==> src/rtl/core/salcc_ram.sv <==
// Generic single-port-write, single-port-read synchronous RAM.
// The read data is registered and holds while no read is enabled. No dependencies.
module salcc_ram #(
  parameter int Width = 8,
  parameter int Depth = 16
) (
  input  logic                     clk_i,
  input  logic                     we_i,
  input  logic [$clog2(Depth)-1:0] waddr_i,
  input  logic [Width-1:0]         wdata_i,
  input  logic                     re_i,
  input  logic [$clog2(Depth)-1:0] raddr_i,
  output logic [Width-1:0]         rdata_o
);

  logic [Width-1:0] mem_q [Depth];
  logic [Width-1:0] rdata_q;

  // Write port.
  always_ff @(posedge clk_i) begin
    if (we_i) begin
      mem_q[waddr_i] <= wdata_i;
    end
  end

  // Registered read port.
  always_ff @(posedge clk_i) begin
    if (re_i) begin
      rdata_q <= mem_q[raddr_i];
    end
  end

  assign rdata_o = rdata_q;

endmodule

==> config.mk <==
export PLATFORM = sky130hd
export DESIGN_NAME = salcc_ram
export DESIGN_NICKNAME = d
export VERILOG_FILES = /design/src/rtl/core/salcc_ram.sv
export SDC_FILE = /design/constraint.sdc
export NUM_CORES = 1
export LEC_CHECK = 0
export ABC_AREA = 1
export ABC_CLOCK_PERIOD_IN_PS = 1640
export BUFFER_PORTS_ARGS = -buffer_cell sky130_fd_sc_hd__clkbuf_2
export CORE_AREA = 4 4 133 109
export CTS_BUF_LIST = sky130_fd_sc_hd__clkbuf_8
export CTS_CLUSTER_SIZE = 24
export DETAILED_ROUTE_END_ITERATION = 12
export DIE_AREA = 0 0 137 113
export PLACE_DENSITY_LB_ADDON = 0.12
export REMOVE_ABC_BUFFERS = 1
export SYNTH_ARGS = -nofsm -noshare
export SYNTH_HDL_FRONTEND = slang
export SYNTH_SLANG_ARGS = --single-unit
==> constraint.sdc <==
create_clock -name clk_i -period 1.64 [get_ports clk_i]
set_input_delay 0.328 -clock clk_i [delete_from_list [all_inputs] [get_ports clk_i]]
set_output_delay 0.328 -clock clk_i [all_outputs]
set_load 0.01 [all_outputs]
Word-level counts from Yosys, hierarchy flattened
Memories as Yosys holds them, arrays and structs flattened. A register that Yosys moved wholly into a read port is not among the register bits.
Index checks and enable logic that the tools add are counted.

storage, ports and cells
  register bits = 0
  bits in writable memories = 128
  input port bits = 19
  output and inout bits = 8
  logic and storage cells = 3
  memories = 1

memories
  memory  words  width  read ports  clocked after Yosys merged registers in  write ports  RTL line  RTL
  mem_q   16     8      1           1                                        1            16        logic [Width-1:0] mem_q [Depth];

cells by class
  muxes and demuxes = 2

operators with widths
  cell               number
  1-bit two-way mux  2

Depth between registers and ports, before layout
Gate-level depths: netlist of run 1.

  depth after elaboration = 2
  depth in mapped cells = 8
  gate-level depth less buffers = 7

Worst setup path after synthesis of run 1
OpenSTA, ideal clock, no wires.

  path type = input port to flip-flop
  from = input port waddr_i[2]
  to = memory mem_q[10][0] (enable)
  library setup time = 0.370 ns
  arrival time = 0.909 ns
  data required time = 1.270 ns
  setup slack = 0.361 ns
  stages = 2
  path buffers = 0
  cell sequence = nand3b_1 > nor2_1

RTL lines
  what         RTL line  RTL
  from (decl)  9         input logic [$clog2(Depth)-1:0] waddr_i,
  to (decl)    16

Straight into the memory's write port.

Final worst setup path of run 1
  from = register rdata_q[5], in the netlist rdata_o[5], read port of mem_q
  to = output port rdata_o[5]

RTL lines
  what         RTL line  RTL
  from (decl)  17        logic [Width-1:0] rdata_q;
  to (decl)    13        output logic [Width-1:0] rdata_o

No word-level cell between the ends.

==> results of run 1 <==
## stage by stage
stage / util / power (mW) / instances / worst slack, ps
CTS: 0.500 / 7.23 / 789 / 228
global route: 0.500 / 7.42 / 789 / 208
detailed placement: 0.471 / 4.50 / 757 / 110
global placement: 0.471 / 4.49 / 757 / 121
finish: 0.500 / 7.15 / 789 / 263
floorplan: - / 4.22 / 527 / 191
## worst register-to-register path, delay by kind of cell, from the launching register on
kind / cells / cell delay, ps
buffers and inverters: 1 / 60
flip-flops: 1 / 370
AND/OR/NAND/NOR: 5 / 400
## worst paths after layout
path	from	slack, ps	endpoint
hold reg to reg	mem_q[12][1]	740	rdata_o[1]
hold / removal	re_i	340	rdata_o[1]
setup / recovery	rdata_o[5]	260	rdata_o[5]
setup reg to reg	mem_q[9][7]	570	rdata_o[7]
## Yosys cell counts (all sizes together)
library cell    n
edfxtp        136
nand3b          2
nand3          97
buf            24
nor2           17
nand2         173
inv           102
## cells by family (layout without fill, tap and decap cells)
family,Yosys count,after routing,synth area share
simple gates,289,289,0.208
flops,136,136,0.698
buf+inv,126,184,0.0939
## where the power goes
group	switching, mW	total, mW	leakage, nW	internal [mW]
clock	1.26	2.74	0.189	1.48
combinational	0.324	0.473	1.44	0.149
sequential	0.0264	3.94	1.24	3.91
total	1.61	7.15	2.87	5.54
## routing by layer
layer,part of all wire,vias up
met5,0,-
met4,0.012,0
met3,0.053,12
met2,0.46,97
met1,0.48,1830
li1,-,1867
## final cells by class
type                            instances  area [um^2]  area share
Timing Repair Buffer                   50          360      0.0541
Clock inverter                         15          159      0.0239
Clock buffer                           17          234      0.0351
Multi-Input combinational cell        289         1210       0.182
Inverter                              102          383      0.0575
Sequential cell                       136         4080       0.613
Tap cell                              180          225      0.0338
## flip-flops by register name, indices dropped and copies added, names as in the netlist
signal / flops
mem_q: 128
rdata_o: 8
==> results.txt, run 1 <==
* Crit start category: flop
- Number of library cell types mapped by synthesis: 11
- The clock period could shrink to 1380 ps.
- Met3 Track Usage GR: 0.0422
* Family with the most delay on the worst path: flip-flops
- Clock slew at the register clock pins of the worst setup and hold paths: 80 ps
* Most common cell after layout, fill and taps aside: sky130_fd_sc_hd__nand2_1
- Detailed placement ended at an HPWL of 8400 um.
- Unrepaired setup endpoints after global routing: false
* Vias in the first global route: 3860
- Final hold analysis gives a worst-case slack of 335 ps.
- The largest single stage delay on the critical path is 460 ps.
* H-tree Lvls: 4
- Of the cells placed in the final design, the portion with a size suffix greater than 1 is 0.130.
* Wire length per cell: 16.6 um
* Number of antenna diodes: 0
- Final wirelength: 13100 um
* Highest clock rate: 726 MHz
- Final number of hold-violating endpoints: 0
* Worst Path Buf+Inv: 1
- After clock tree synthesis, the setup repair step added 0 buffers.
- The final max-slew violation count came to 0.
- Per-cell via count in the routed design: 4.82
- In this run the number of cells on the critical path is 1.
- Slew at the pin closest to its max-slew limit: 631 ps
- Result of the run: finished, final reports clean
- Overall die height: 113 um
- The biggest area contributor in the post-synthesis netlist is sky130_fd_sc_hd__edfxtp_1.
- Total Neg Setup Slack: 0 ps
* Effective utilization at floorplan: 0.439
- Counting every sink on the clock net gives 136.
- STA puts the critical path data arrival time at 1050 ps.
* Post-route cell area: 6660 um^2
- Full die area: 15500 um^2
- GRT Residual Overflow: 0
- After clock tree synthesis, the flow added hold-fix buffers numbering 0.
- The cell sitting at the root of the clock tree is a sky130_fd_sc_hd__clkbuf_8.
* First-iteration detailed-routing DRC count: 284
* Largest net degree at the start of global routing: 45
- For this run, global-route usage on met1 was measured as 0.262.
* Worst hold path class: in -> reg
- Largest fanout of any net on the critical path: 1
* 1st-pass router iterations: 5
- For this run, design rule violations remaining after detail routing come to 0.
- Most area-consuming cells after synthesis: sky130_fd_sc_hd__edfxtp_1 70%, sky130_fd_sc_hd__nand2_1 11%, sky130_fd_sc_hd__nand3_1 8.3%
- TritonCTS built the clock tree.
- The worst-case IR drop observed on VDD is 0.565 mV.
- The number of antenna violations at the first check in global routing was 0.
* Leakage Power: 2.87 nW
* Met2 Use GR: 0.273
- Cell with the largest stage delay on the worst path: sky130_fd_sc_hd__edfxtp_1
- In this run the horizontal extent of the chip is 137 um.
- For this run, the total global-route usage over all layers was measured as 0.182.
* Hold Path Depth: 1
* Post-CTS sizing: 0
- After synthesis the cells add up to 5850 um^2.
- Walking the worst path, the cells encountered are clkbuf_2.
- Row generation in the floorplan step produced 38 rows.
- The final layout contains 615 nets.
- STA puts the critical path data required time at 1310 ps.
* GPL Wtd Cong: 0.773
- Portion of the post-synthesis area used by sequential elements: 0.698
* Final setup violating endpoints: 0
- Max-capacitance violation count: 0
* Count of input and output buffers: 26
- Class of the most critical setup path: reg -> out
* Number of buffers added by the clock tree synthesis step: 17
* Cell depth of the worst flop-to-flop path: 6
* Worst-skew pair later-pin latency: 430 ps
- The detailed router placed 3806 vias in this run.
- Headroom to the max-slew limit: 0.579
- Post-synthesis register bit count: 136
* ANT nets after route: 0
- Power density of the placed cells: 1070 nW/um^2
- Of the post-synthesis cell area, the dominant cell type holds 0.698.
* Area growth from synthesis to layout: 13.9%
- Number of fill cells: 1291
* Most Crowded Layer GR: met2
- STA classifies the critical path endpoint as an output port.
* Syn avg cell area: 10.6 um^2
- Ports: 27
- Final worst-path cycle share: 0.840
- On the final layout, the worst clock skew is 10.4 ps.
- After detailed placement, the total cell area comes to 6270 um^2.
- Yosys warns: 0
- Placeable core region: 13300 um^2
- After technology mapping, the gate count stands at 551.
* Global-route wire length before repair: 21000 um
* Maximum clock path buffer count: 2
* Leading cell types in the layout, fill and taps excluded: 173 x sky130_fd_sc_hd__nand2_1, 136 x sky130_fd_sc_hd__edfxtp_1, 100 x sky130_fd_sc_hd__inv_1
Note: power is estimated with default switching activity, not from simulation.
==> run 2: changes to the inputs <==
Settings changed: ABC_AREA 1 to 0, ABC_CLOCK_PERIOD_IN_PS 1640 to 1400, CORE_AREA 4 4 133 109 to 4 4 126 104, DIE_AREA 0 0 137 113 to 0 0 130 108.
Clock period 1.64 ns to 1.4 ns, I/O delays scaled along.
==> run 2 against run 1 <==
Against the previous run: synthesized area down 11%; clock-buffer cell count stayed put; register-to-register slack worse by 560 ps; final area fell by 7.9%; power increased by 18%; clock power is 22% higher; synthesized cell count decreased by 58%; clock skew shrank 2.6 ps; critical path type is now reg -> reg.
==> results.txt, run 2 <==
- Number of antenna violations at the first check in global routing: 0
* Count of placed standard cells including taps: 423
- Final setup violating endpoints: 0
- Area of combinational cells with multiple inputs: 1060 um^2
- Setup slack after placement: -420 ps
- Slew at the pin closest to its max-slew limit: 883 ps
- Vias in the first global route: 2471
- Yosys warns: 0
- The first global-routing pass estimated 15200 um of wire.
- Number of buffers added by the clock tree synthesis step: 17
- In the layout the commonest cells are 136 x sky130_fd_sc_hd__edfxtp_1, 29 x sky130_fd_sc_hd__mux4_2, 26 x sky130_fd_sc_hd__clkbuf_2.
* Combined flip-flop and latch cell area: 4080 um^2
- Switching component of the power: 1.72 mW
- The die is 130 um wide.
- Detail Placement HPWL: 6670 um
* Share of power burned in combinational logic: 0.055
- At the worst endpoint, the required time is 1580 ps.
- Most area-consuming cells after synthesis: sky130_fd_sc_hd__edfxtp_1 78%, sky130_fd_sc_hd__mux4_2 7.8%, sky130_fd_sc_hd__mux4_1 7.0%
- Headroom to the max-slew limit: 0.409
* Slack of the critical path: 11.8 ps
- Worst-skew pair later-pin latency: 420 ps
- The detailed router finished its first iteration with 190 violations.
* Effective utilization at floorplan: 0.440
* Total setup buffers inserted after CTS: 0
* Full die area: 14000 um^2
* Count of flip-flops with a built-in enable after synthesis: 136
- Clock tree sinks: 136
- Area share of the largest cell type after synthesis: 0.781
- The worst setup path is captured at a flop.
- Part of the power in registers: 0.547
- The register with the most flip-flops in the layout has 128 of them.
* Per-cell via count in the routed design: 5.35
- The flow ran to the end, and the final reports show no timing, DRC or antenna violations.
- Total Neg Setup Slack: 0 ps
- Int Pwr: 6.70 mW
- Number of antenna diodes: 0
- Excluding fillers, the count of instances in the completed layout stands at 455.
- The register with the most flip-flops in the final layout is mem_q.
* H-tree Lvls: 4
- For this run, asynchronously set or reset flops after synthesis account for 0.
* Worst-case vdd ir drop: 0.832 mV
* Area growth from synthesis to layout: 17.3%
- Final critical-path required period: 1390 ps
- Synth Flop Type: sky130_fd_sc_hd__edfxtp_1
- For this design the static power due to leakage is 2.03 nW.
* Arrival time reported for the critical path endpoint: 1570 ps
* Final wirelength: 9920 um
- Number of fill cells: 966
- Of the cells placed in the final design, the portion with a size suffix greater than 1 is 0.396.
- Of the synthesized area, sequential elements account for 0.781.
- The congestion estimate from routability-driven global placement came to 0.734.
- Commonest cells post-synth: 136 x sky130_fd_sc_hd__edfxtp_1, 18 x sky130_fd_sc_hd__mux4_2, 16 x sky130_fd_sc_hd__a22oi_1
- Unrepaired setup endpoints after global routing: true
- In the routed design, unresolved DRC markers number 0.
* Synth Cell Area: 5230 um^2
* Class of the most critical setup path: reg -> reg
- The first detailed-routing pass ran for 4 iterations.
- The routed layout has 2433 vias.
- Final worst-path cycle share: 0.992
- Wire length per cell: 21.8 um
- The detail route stage leaves a number of antenna-violating nets equal to 0.
- Top-count cell post-synth: sky130_fd_sc_hd__edfxtp_1
- Number of nets in the finished design: 309
* Part of the total power dissipated in the clock network: 0.398
* Power density of the placed cells: 1370 nW/um^2
- The cell count after synthesis came out at 229.
- Clock-pin slew was measured on the worst setup and hold paths at 80 ps.
- The biggest area contributor in the post-synthesis netlist is sky130_fd_sc_hd__edfxtp_1.
- Highest clock rate: 720 MHz
- Across the routed clock network, the largest skew measured is 7.77 ps.
- Number of library cell types mapped by synthesis: 18
- Leaving out fill and tap cells, the most frequent cell in the layout is sky130_fd_sc_hd__edfxtp_1.
* Switching power as a share of total power: 0.204
- Largest fanout of any net on the critical path: 1
- Count of input and output buffers: 26
- Overall die height: 108 um
- The clock passes through at most 2 buffers.
* Clock tree root buffer cell: sky130_fd_sc_hd__clkbuf_8
* GRT Residual Overflow: 0
- The tool flagged a number of max-cap violations equal to 0.
- The final max-slew violation count is 0.
* CTS tree: yes
* Final number of hold-violating endpoints: 0
- Syn avg cell area: 22.8 um^2
- In this run the worst hold path is classified as in -> reg.
- The total area inside the core boundary comes to 11900 um^2.
* Ports: 27
* Largest net degree at the start of global routing: 17
* Std-Cell Rows: 36
- For this run, the total global-route usage over all layers was measured as 0.154.
- Synthesis inferred 136 register bits.
* Crit start category: flop
## run 2: power by group through the flow
stage | Combinational [mW] | Sequential (mW) | Clock [mW]
2_1_floorplan | 0.183 | 4.70 | 0
3_5_place_dp | 0.453 | 4.70 | 0
6_report | 0.463 | 4.61 | 3.35
3_3_place_gp | 0.448 | 4.70 | 0
5_1_grt | 0.507 | 4.61 | 3.64
4_1_cts | 0.469 | 4.61 | 3.41
## run 2: worst paths after layout
check	startpoint	cells after the start	to	slack (ps)
worst max register to register	mem_q[1][4]	3	rdata_o[4]	10
worst min-delay path	re_i	1	rdata_o[6]	250
worst max-delay path	mem_q[1][4]	3	rdata_o[4]	10
worst min register to register	mem_q[15][0]	3	rdata_o[0]	760
## run 2: final cells by class
class	count	area share
clock buffers	17	0.0382
flip-flops and latches	136	0.666
well taps	152	0.0310
clock inverters	15	0.0302
repair buffers	52	0.0612
multi-input cells	83	0.173
## run 2: through the flow
stage | hold slack, ps | total power [mW] | area [um^2] | util
final | 253 | 8.42 | 6130 | 0.515
after detailed placement | 695 | 5.15 | 5710 | 0.480
after CTS | 228 | 8.49 | 6130 | 0.516
after global routing | 241 | 8.77 | 6130 | 0.515
after floorplan | 379 | 4.88 | 5140 | -
after global placement | 702 | 5.15 | 5710 | 0.480
## run 2: logic make-up (layout without fill, tap and decap cells)
logic type	after synthesis	in the layout	share of synthesized area
buf+inv	10	84	0.0165
flops	136	136	0.781
mux	32	32	0.148
compound gates	16	16	0.0230
simple gates	35	35	0.0314
## run 2: routing by layer
layer / track usage / vias to the layer above / share of wire
li1: - / 1091 / -
met1: 0.232 / 1260 / 0.49
met2: 0.215 / 74 / 0.45
met3: 0.0499 / 8 / 0.058
met4: 0.0467 / 0 / 0.0086
met5: 0 / - / 0
## run 2: repair_timing
| item | in CTS | in global routing |
|---|---|---|
| hold buffers | 0 | 0 |
| pin swaps | 2 | 4 |
| hold endpoints to repair | 0 | 0 |
| resized for setup | 12 | 8 |
| setup endpoints to repair | 7 | 8 |
## run 2: critical path, stage by stage, from the launching register on
cell	delay (ps)
sky130_fd_sc_hd__edfxtp_1	380
sky130_fd_sc_hd__mux4_2	460
sky130_fd_sc_hd__a22oi_1	230
sky130_fd_sc_hd__nand2_1	80
==> run 3: changes to the inputs <==
Settings changed: CORE_AREA 4 4 126 104 to 4 4 133 110, DIE_AREA 0 0 130 108 to 0 0 137 114.
==> run 3 against run 2 <==
Against the previous run: first-iteration DRC count increased by 51%; global-route usage decreased by 0.64 points; critical path depth unchanged; setup slack got worse by 3.7 ps; critical endpoint is now rdata_o[6].
==> results.txt, run 3 (synthesis results as in run 2) <==
* Result of the run: finished, final reports clean
- Routed via count: 2457
* Area growth from synthesis to layout: 18.3%
- STA classifies the critical path startpoint as a flop.
* Placement Cell Area: 5790 um^2
- For the worst setup path, the data required time is 1570 ps.
* Max-capacitance violation count: 0
* CTS tree: yes
- Along the worst hold path, the cell count comes to 1.
- In the final layout, the share of cells above drive strength 1 is 0.408.
- For this design the total switching power over the nets is 1.66 mW.
- The initialized floorplan defines 38 standard-cell rows.
* Number of antenna violations at the first check in global routing: 0
- Vias in the first global route: 2627
- At the later pin of the worst-skew pair, clock insertion delay measures 420 ps.
* Largest fanout of any net on the critical path: 1
- Endpoint kind of the worst setup timing path: flop
* Count of placed standard cells including taps: 457
- The clock arrives with 6.63 ps of skew.
- Number of nets in the finished design: 315
* Post-route cell area: 6180 um^2
- Global-route wire length before repair: 16000 um
- Family with the most delay on the worst path: multiplexers
- The floorplan step defined a die boundary enclosing 15600 um^2.
- CTS saw 136 sinks.
* Part of the total power dissipated in the clock network: 0.376
- The initial utilization of the core area, before any placement, comes to 0.393.
- Switching power as a share of total power: 0.204
- Input and output buffers added on the ports amount to 26.
- Placeable core region: 13300 um^2
- Levels on crit path: 3
* Maximum clock path buffer count: 2
- Power density of the placed cells: 1320 nW/um^2
- For this run the aggregate overflow at the end of global routing stands at 0.
- Worst-case vdd ir drop: 0.737 mV
- Detail Placement HPWL: 7070 um
* Slowest Stage Delay on Critical Path: 490 ps
- Per-cell via count in the routed design: 5.02
* Tot GR Track Use: 0.148
* Final setup violating endpoints: 0
* Highest metal layer with signal wires: met4
* Final critical-path required period: 1390 ps
- Entering global routing, the biggest net connects 17 pins.
* Clock tree root buffer cell: sky130_fd_sc_hd__clkbuf_8
- Final wirelength: 10400 um
- Total setup buffers inserted after CTS: 0
* Leakage Power: 2.06 nW
- Buffers inserted during clock tree synthesis total 17.
- Slew at the pin closest to its max-slew limit: 881 ps
- Width of the chip: 137 um
- Headroom to the max-slew limit: 0.411
- Worst hold path class: in -> reg
- The number of antenna diodes in the final layout is 0.
- GPL Wtd Cong: 0.697
- Walking the worst path, the cells encountered are mux4_2 -> a22oi_2 -> nand2_1.
- Ports: 27
* Class of the most critical setup path: reg -> reg
* Final core utilization: 0.465
* Wire length per cell: 21.3 um
- Unrepaired setup endpoints after global routing: true
- The critical path contains buffers and inverters numbering 0 combined.
* Highest clock rate: 718 MHz
- Hold repair after CTS inserted 0 buffers.
- First-iteration detailed-routing DRC count: 287
- STA puts the critical path data arrival time at 1560 ps.
- Detailed-routed wire length on met2: 4700 um
- H-tree Lvls: 4
- Summed over all nets, wire length on met3 after detailed routing comes to 525 um.
* Final Slew Violations: 0
- Clock slew at the register clock pins of the worst setup and hold paths: 70 ps
* Leading cell types in the layout, fill and taps excluded: 136 x sky130_fd_sc_hd__edfxtp_1, 29 x sky130_fd_sc_hd__mux4_2, 28 x sky130_fd_sc_hd__buf_4
- Cell with the largest stage delay on the worst path: sky130_fd_sc_hd__mux4_2
- The count of cells in the finished layout, fillers not included, comes to 489.
- Share of power burned in combinational logic: 0.059
* Part of the power in registers: 0.564
- DRC violations left: 0
- Cell depth of the worst flop-to-flop path: 3
- ANT nets after route: 0
- Register bank with the most flops: mem_q
- Detailed-route wire length on metal 1: 5130 um
* Overall die height: 114 um
- Final number of hold-violating endpoints: 0
- Largest register FFs: 128
* 1st-pass router iterations: 4
* Most common cell after layout, fill and taps aside: sky130_fd_sc_hd__edfxtp_1
- Dividing the final minimum period by the clock period gives 0.994.
- Internal power comes to 6.51 mW.
## run 3: through the flow
| stage | worst slack, ps | power (mW) | TNS, ps | hold WS [ps] |
|---|---|---|---|---|
| 5_1_grt | -65.4 | 8.53 | -213 | 231 |
| 2_1_floorplan | -373 | 4.88 | -7310 | 379 |
| 4_1_cts | -26.9 | 8.24 | -26.9 | 236 |
| 6_report | 8.05 | 8.17 | 0 | 263 |
| 3_3_place_gp | -535 | 5.16 | -7830 | 705 |
| 3_5_place_dp | -524 | 5.17 | -8300 | 703 |
## run 3: layout make-up
class | count | area, um^2
Timing Repair Buffer | 58 | 423
Clock buffer | 17 | 234
Clock inverter | 15 | 143
Fill cell | 1162 | 7130
Sequential cell | 136 | 4080
Tap cell | 180 | 225
Multi-Input combinational cell | 83 | 1080
## run 3: worst register-to-register path, cell delays in order, from the launching register on
cell,delay [ps]
sky130_fd_sc_hd__edfxtp_1,370
sky130_fd_sc_hd__mux4_2,490
sky130_fd_sc_hd__a22oi_2,210
sky130_fd_sc_hd__nand2_1,80
## run 3: worst paths after layout
path / from / endpoint / slack (ps)
max: mem_q[10][6] / rdata_o[6] / 8
min: re_i / rdata_o[3] / 260
max reg2reg: mem_q[10][6] / rdata_o[6] / 8
min reg2reg: mem_q[4][7] / rdata_o[7] / 760
## run 3: power groups by stage
stage               Combinational [mW]  Clock (mW)  Sequential [mW]
floorplan                        0.183           0             4.70
global placement                 0.462           0             4.70
detailed placement               0.466           0             4.70
CTS                              0.484        3.15             4.61
global route                     0.537        3.37             4.62
finish                           0.486        3.07             4.61
## run 3: per-layer routing
metal | global-route usage | vias to the layer above
met5 | 0 | -
met4 | 0.0419 | 0
met3 | 0.0472 | 4
met2 | 0.210 | 63
met1 | 0.219 | 1289
li1 | - | 1101
## run 3: timing repair
item	in CTS	in global routing
setup endpoints to repair	7	8
pin swaps	3	7
gates resized for setup	13	11
